### config.mk
export PLATFORM = sky130hd
export DESIGN_NAME = mas_mac
export DESIGN_NICKNAME = d
export VERILOG_FILES = /design/src/hdl/mas_pkg.sv /design/src/hdl/mas_mac.sv
export SDC_FILE = /design/constraint.sdc
export NUM_CORES = 2
export LEC_CHECK = 0
export ABC_AREA = 1
export ABC_CLOCK_PERIOD_IN_PS = 10900
export BUFFER_PORTS_ARGS = -buffer_cell sky130_fd_sc_hd__clkbuf_2
export CAP_MARGIN = 20
export CORE_UTILIZATION = 55
export CTS_CLUSTER_SIZE = 40
export DETAILED_ROUTE_END_ITERATION = 12
export GPL_ROUTABILITY_DRIVEN = 1
export PLACE_DENSITY = 0.74
export SYNTH_ARGS = -nofsm -noshare
export SYNTH_HDL_FRONTEND = slang
export SYNTH_SLANG_ARGS = --single-unit
### constraint.sdc
create_clock -name i_clk -period 10.9 [get_ports i_clk]
set_input_delay 2.18 -clock i_clk [delete_from_list [all_inputs] [get_ports i_clk]]
set_output_delay 2.18 -clock i_clk [all_outputs]
set_load 0.005 [all_outputs]
### src/hdl/mas_pkg.sv
// Shared types and constants for the matrix add/subtract/multiply unit.
// No dependencies; imported by mas_mac and the top level.
`timescale 1ns / 1ps

package mas_pkg;

    // Sizes fixed by the item fields
    localparam int DATA_W     = 32;   // Q16.16 element
    localparam int IDX_W      = 4;    // row and column fields
    localparam int DIM_W      = 5;    // dimension registers
    localparam int HW_LIMIT   = 16;   // largest dimension the indices can reach
    localparam int MAX_DIM_DEF = 16;  // default store edge

    // Product term is Q32.32 floored to Q32.16: 48 bits; sixteen of them need 4 more, 5 are given
    localparam int TERM_W = 48;
    localparam int ACC_W  = TERM_W + 5;

    // Configuration port
    localparam int CFG_IDX_W  = 8;
    localparam int CFG_DATA_W = DIM_W;

    localparam logic [CFG_IDX_W-1:0] REG_OPERATION = 8'd0;
    localparam logic [CFG_IDX_W-1:0] REG_A_ROWS    = 8'd1;
    localparam logic [CFG_IDX_W-1:0] REG_A_COLS    = 8'd2;
    localparam logic [CFG_IDX_W-1:0] REG_B_COLS    = 8'd3;

    // Operation codes
    localparam logic [1:0] OP_ADD = 2'd0;
    localparam logic [1:0] OP_SUB = 2'd1;
    localparam logic [1:0] OP_MUL = 2'd2;

    // Request modes
    localparam logic [1:0] MODE_WR_A = 2'd0;
    localparam logic [1:0] MODE_WR_B = 2'd1;
    localparam logic [1:0] MODE_COMP = 2'd2;

    // Control that travels with one term from the memories into the datapath
    typedef struct packed {
        logic valid;
        logic first;
        logic last;
        logic zero;
    } t_term_ctl;

endpackage

### src/hdl/mas_mac.sv
// Term and accumulate datapath: forms a product, sum or difference term from
// two stored elements, accumulates it and saturates the total. Uses mas_pkg.
`timescale 1ns / 1ps

module mas_mac
    import mas_pkg::*;
(
    input  logic                     i_clk,
    input  logic                     i_rst_n,
    input  t_term_ctl                i_ctl,
    input  logic [1:0]               i_op,
    input  logic signed [DATA_W-1:0] i_a,
    input  logic signed [DATA_W-1:0] i_b,
    output logic                     o_done,
    output logic signed [DATA_W-1:0] o_result
);

    logic signed [2*DATA_W-1:0] w_prod;
    logic signed [DATA_W:0]     w_sum;
    logic signed [TERM_W-1:0]   w_term;

    t_term_ctl                  r_ctl;
    logic signed [TERM_W-1:0]   r_term;
    logic signed [ACC_W-1:0]    r_acc;
    logic                       r_done;

    // Term selection; the product is floored to Q32.16 by dropping 16 bits
    always_comb begin
        w_prod = i_a * i_b;
        if (i_op == OP_SUB) begin
            w_sum = {i_a[DATA_W-1], i_a} - {i_b[DATA_W-1], i_b};
        end else begin
            w_sum = {i_a[DATA_W-1], i_a} + {i_b[DATA_W-1], i_b};
        end
        if (i_ctl.zero) begin
            w_term = '0;
        end else if (i_op == OP_MUL) begin
            w_term = w_prod[2*DATA_W-1:16];
        end else begin
            w_term = {{(TERM_W-DATA_W-1){w_sum[DATA_W]}}, w_sum};
        end
    end

    // Term register, then accumulator
    always_ff @(posedge i_clk) begin
        if (!i_rst_n) begin
            r_ctl  <= '0;
            r_done <= 1'b0;
        end else begin
            r_ctl  <= i_ctl;
            r_done <= r_ctl.valid && r_ctl.last;
        end
        if (i_ctl.valid) begin
            r_term <= w_term;
        end
        if (r_ctl.valid) begin
            if (r_ctl.first) begin
                r_acc <= {{(ACC_W-TERM_W){r_term[TERM_W-1]}}, r_term};
            end else begin
                r_acc <= r_acc + {{(ACC_W-TERM_W){r_term[TERM_W-1]}}, r_term};
            end
        end
    end

    // Saturate the total to 32 bits
    always_comb begin
        if (r_acc[ACC_W-1:DATA_W-1] == '0 || r_acc[ACC_W-1:DATA_W-1] == '1) begin
            o_result = r_acc[DATA_W-1:0];
        end else if (r_acc[ACC_W-1]) begin
            o_result = {1'b1, {(DATA_W-1){1'b0}}};
        end else begin
            o_result = {1'b0, {(DATA_W-1){1'b1}}};
        end
    end

    assign o_done = r_done;

endmodule

Word level (Yosys, flattened, before mapping)
Cells that the tools add are included.

storage, ports and cells
  flip-flop bits (word level) = 105
  input bits = 72
  output and inout port bits = 33
  logic and storage cells = 21

cells by class
  add/subtract/negate cells = 3
  multiply operators = 1
  eq/ne operators = 3
  multiplexer cells = 5
  reduce and logical (&&, ||, !) cells = 3

operators by type and width
  cell                                           count
  multiplier 32 x 32 -> 64 bit                   1
  2-to-1 mux 32 bit                              2
  adder 53 bit                                   1
  2-to-1 mux 53 bit                              1
  2-to-1 mux 48 bit                              1
  adder 32 x 32 -> 33 bit                        1
  2-to-1 mux 33 bit                              1
  subtractor 32 x 32 -> 33 bit                   1
  == test 22 bit, second input constant          1
  zero test 22 bit                               1
  == test 2 x 1 -> 1 bit, second input constant  1
  == test 2 bit, second input constant           1
  logical AND 1 bit                              1
  logical OR 1 bit                               1

Logic depth before layout (Yosys ltp)
  word-level depth = 3
  depth in mapped cells = 32
  mapped depth without buffers = 30

Worst setup path after synthesis
OpenSTA, ideal clock, no wires.

  kind = in2reg
  start point = input i_a[31]
  end point = register r_term[46], data pin
  setup time = 0.275 ns
  data arrival time = 9.061 ns
  required time = 10.625 ns
  slack = 1.564 ns
  stages on the path = 30
  buffers on the path = 2
  cells stage by stage = clkbuf_1 -> clkbuf_1 -> nand2_1 -> inv_1 -> fa_1 -> inv_1 -> fa_1 -> inv_1 -> fa_1 -> fa_1 -> inv_1 -> fa_1 -> inv_1 -> fa_1 -> inv_1 -> fa_1 -> inv_1 -> fa_1 -> ha_1 -> nand2_1 -> nor2_1 -> inv_1 -> nor2_1 -> inv_1 -> nor4_1 -> nand2_1 -> nand2_1 -> nand2_1 -> nand3_1 -> a21oi_2

between the ends
  word-level cells in the longest chain between the ends = 3
  elaborated cells between the ends (all ways) = 5
  classes of those cells = add/sub: 2; mul: 1; mux: 2

RTL lines
  item                                                                                  RTL line       source
  from (decl)                                                                           mas_mac.sv:12  input logic signed [DATA_W-1:0] i_a,
  parallel branches: the longest is 2 deep, another holds multiplier 32 x 32 -> 64 bit  --
  2-to-1 mux 48 bit (*)                                                                 mas_mac.sv:37  end else if (i_op == OP_MUL) begin
  to (signal assigned)                                                                  mas_mac.sv:54  r_term <= w_term;
  to (decl)                                                                             mas_mac.sv:23  logic signed [TERM_W-1:0] r_term;

Mark *: on every way between the ends.
A chain may end at the register's enable or synchronous reset.

Worst setup path after layout
  start point = input i_b[18]
  end point = register r_term[47], data pin

between the ends
  word-level cells in the longest chain between the ends = 3
  elaborated cells between the ends (all ways) = 5
  classes of those cells = add/sub: 2; mul: 1; mux: 2

RTL lines
  item                                                                                  RTL line       source
  from (decl)                                                                           mas_mac.sv:13  input logic signed [DATA_W-1:0] i_b,
  parallel branches: the longest is 2 deep, another holds multiplier 32 x 32 -> 64 bit  --
  2-to-1 mux 48 bit (*)                                                                 mas_mac.sv:37

Marked as above.

==> impl_results.md <==
* DR iter-0 viols at 3909
* Synth top cells by count: nand2_1 (1885), inv_1 (1837), fa_1 (1083)
* Mean Syn Cell Area at 7.41 µm²
* Starting Density at 55.9%
* Nets@finish at 8068
* Hold_buf cts at 0
* Netlist Area Pre-Place at 49700 µm²
* Layout cells sized above 1 at 3.88%
* # DRC at 0
* Rel. slew slack at 23.5%
* Fraction of registers with async set/reset at 0%
* Clock sink count at 105
* Crit path time final at 10.18 ns
* CP dominant cell by count: fa_1
* Worst-path cell chain: clkbuf_2, buf_4, nand2_1, fa_1, inv_1, fa_1, fa_1, inv_1, fa_1, fa_1, fa_1, inv_1, fa_1, fa_1, ha_1, inv_1, nor3_1, nand2_1, nor4_1, nand2_1, nand2_1, nand2_1, nand3_1, a21oi_1
* Worst Path Buf+Inv at 6
* Hold path start: r_ctl[1]$_SDFF_PN0_
* Die height at 303 µm
* Complex-gate fraction of the synthesized area at 5.23%
* Largest net degree at the start of global routing at 61
* Io pins at 105
* Post-CTS setup buffers at 0
* FMAX at 98.3 MHz
* R2R Path Start: r_term[5]$_SDFFCE_PP0P_
* First-pass GRT wire length at 246000 µm
* Clk_skew at 0.0252 ns
* Ys Warns at 0
* Synth Area in Simple Gates at 21.3%
* FP Rows at 109
* Area contributors post-synth: fa_1 (44%), nand2_1 (14%), inv_1 (14%)
* Largest family of logic cells by synthesized area: adder cells
* Die W at 303 µm
* Crit path kind: in -> reg
* Setup violators final at 0
* DR pass1 iterations at 6
* Total core area at 88900 µm²
* Top cell type's share of synthesized area at 43.6%
* Port buffer count at 104
* DR vias/cell at 5.45
* Most common cell in the netlist: nand2_1
* Post-Synth XOR/XNOR Area at 1.00%
* Worst Setup SP: i_b[18]
* Worst min path class: reg -> reg
* CP arrival at 10.26 ns
* Crit. path cell count at 24
* Post-synthesis register bit count at 105
* Root Buffer: clkbuf_16
* Total grt overflow at 0
* Initial antenna violation count at 6
* Status: finished clean
* Htree depth at 3
* CTS Buf Count at 9
* Post-synth EDFFs at 101
* Total Routing Usage GR at 35.2%
* Slew of the pin with the lowest slew margin at 1.15 ns
* Total Neg Setup Slack at 0 ns
* Synth Net Count at 8132
* Pre-CTS setup slack at 0.518 ns
* Crit path max-delay family: adder cells
* Area Overhead vs Synth at 3.76%
* RSZ-0062 raised after global routing: no
* Gates resized, CTS repair at 0
* Max Slew Vio Count at 0
* DR vias at 42.6k
* Final period utilization at 93.4%
* RePlAce Congestion at 1.04
* Hold Path Depth at 1
* Worst path slowest cell: fa_1
* Seq/Total Area, Yosys at 6.26%
* Antenna-violating nets left at 0
* Max incr delay on CP at 0.83 ns
* DR WL/cell at 19.7 µm
* CP max FO at 22
* Path depth of the worst reg2reg path at 12
* Antenna Cells at 0
* Post-Route WL at 154000 µm
* HPWL Detailed at 132000 µm
* Clock tree from TritonCTS: yes
* Max-Cap Viols at 0
* Req. time, crit path at 10.98 ns
* Final hold violation count at 0
* Post-synthesis mux area share at 0%
* Die area at 91600 µm²
* Top_reg_cell synth: edfxtp_1
* Critical Path End Type: register
* Top cell type by total area after synthesis: fa_1
* Bufs on Longest Clock Path at 2
* Clock Latency Late Sink at 0.38 ns
* Synth cell types at 49
* Vias in the first global route at 44.6k
* Clock slew at reported path FFs at 0.07 ns
* Worst setup SP type: primary input
* Synth Area in Adders at 50.3%
* Fin worst setup slack at 0.723 ns
* Post-synthesis cell count at 6712
==> cell usage in the layout (no fill, tap or decap), types with 2 or more instances in the layout <==
master / count
o31ai_1: 7
nor2_2: 2
o21ai_1: 2
inv_2: 2
nand3b_1: 19
or2_2: 33
o21bai_1: 24
nand2_1: 1885
clkbuf_2: 104
o21ai_0: 152
a21o_1: 9
xor2_1: 38
nor4_1: 20
clkinv_2: 2
nor2_1: 348
o211ai_1: 7
a21boi_0: 4
o21a_1: 8
nor3_2: 2
inv_1: 1837
fa_1: 1083
nand3_1: 223
and3_1: 2
ha_1: 265
clkinv_1: 2
edfxtp_1: 101
xnor2_1: 19
nand4_1: 39
a31oi_1: 9
nand2b_1: 2
dfxtp_1: 2
dfxtp_2: 2
nand3_2: 2
clkbuf_16: 9
buf_4: 79
nor3_1: 38
a21oi_2: 10
a21oi_1: 243
==> through the flow <==
| stage | hold WS, ns | util (%) | area (µm²) | std cells |
|---|---|---|---|---|
| 6_report | 0.456 | 58.0 | 51600 | 7817 |
| 5_1_grt | 0.489 | 58.0 | 51600 | 7817 |
| 4_1_cts | 0.461 | 58.0 | 51600 | 7817 |
| 3_5_place_dp | 0.445 | 57.7 | 51300 | 7802 |
| 3_3_place_gp | 0.438 | 57.7 | 51300 | 7802 |
| 2_1_floorplan | 0.429 | - | 49700 | 6712 |
==> state kept, by name, summed over array words and instances, names as in the netlist <==
name / count
o_done: 1
r_term: 48
r_ctl: 3
r_acc: 53
==> layout make-up <==
| class | count | area (µm²) |
|---|---|---|
| timing repair buffer | 184 | 1130 |
| inverter | 1841 | 6910 |
| fill | 8481 | 37300 |
| sequential | 105 | 3120 |
| tap | 1165 | 1460 |
| clock inverter | 5 | 56.3 |
| clock buffer | 10 | 229 |
| multi-input combinational | 4507 | 38700 |
==> kinds of logic after synthesis <==
logic type | after synthesis
flops | 105
fa+ha+maj | 1348
compound gates | 478
buf+inv | 2100
xor+xnor | 57
simple gates | 2624
==> path summary, 6_finish.rpt <==
check                        endpoint  slack (ns)
min reg2reg         o_done$_SDFF_PN0_        0.46
max reg2reg       r_acc[31]$_DFFE_PP_        7.75
min                 o_done$_SDFF_PN0_        0.46
max          r_term[47]$_SDFFCE_PP0P_        0.72
==> metal layers <==
metal  part of all wire, %  vias to the layer above  global-route usage [%]
li1                      -                    19284                       -
met1                    40                    20988                    47.0
met2                    46                     1972                    57.7
met3                   9.2                      372                    6.37
met4                   4.0                        8                    12.6
met5                 0.030                        -                       0
Power is not shown: default switching activity piles up to over one toggle a cycle in this logic, so the estimate is an artifact.
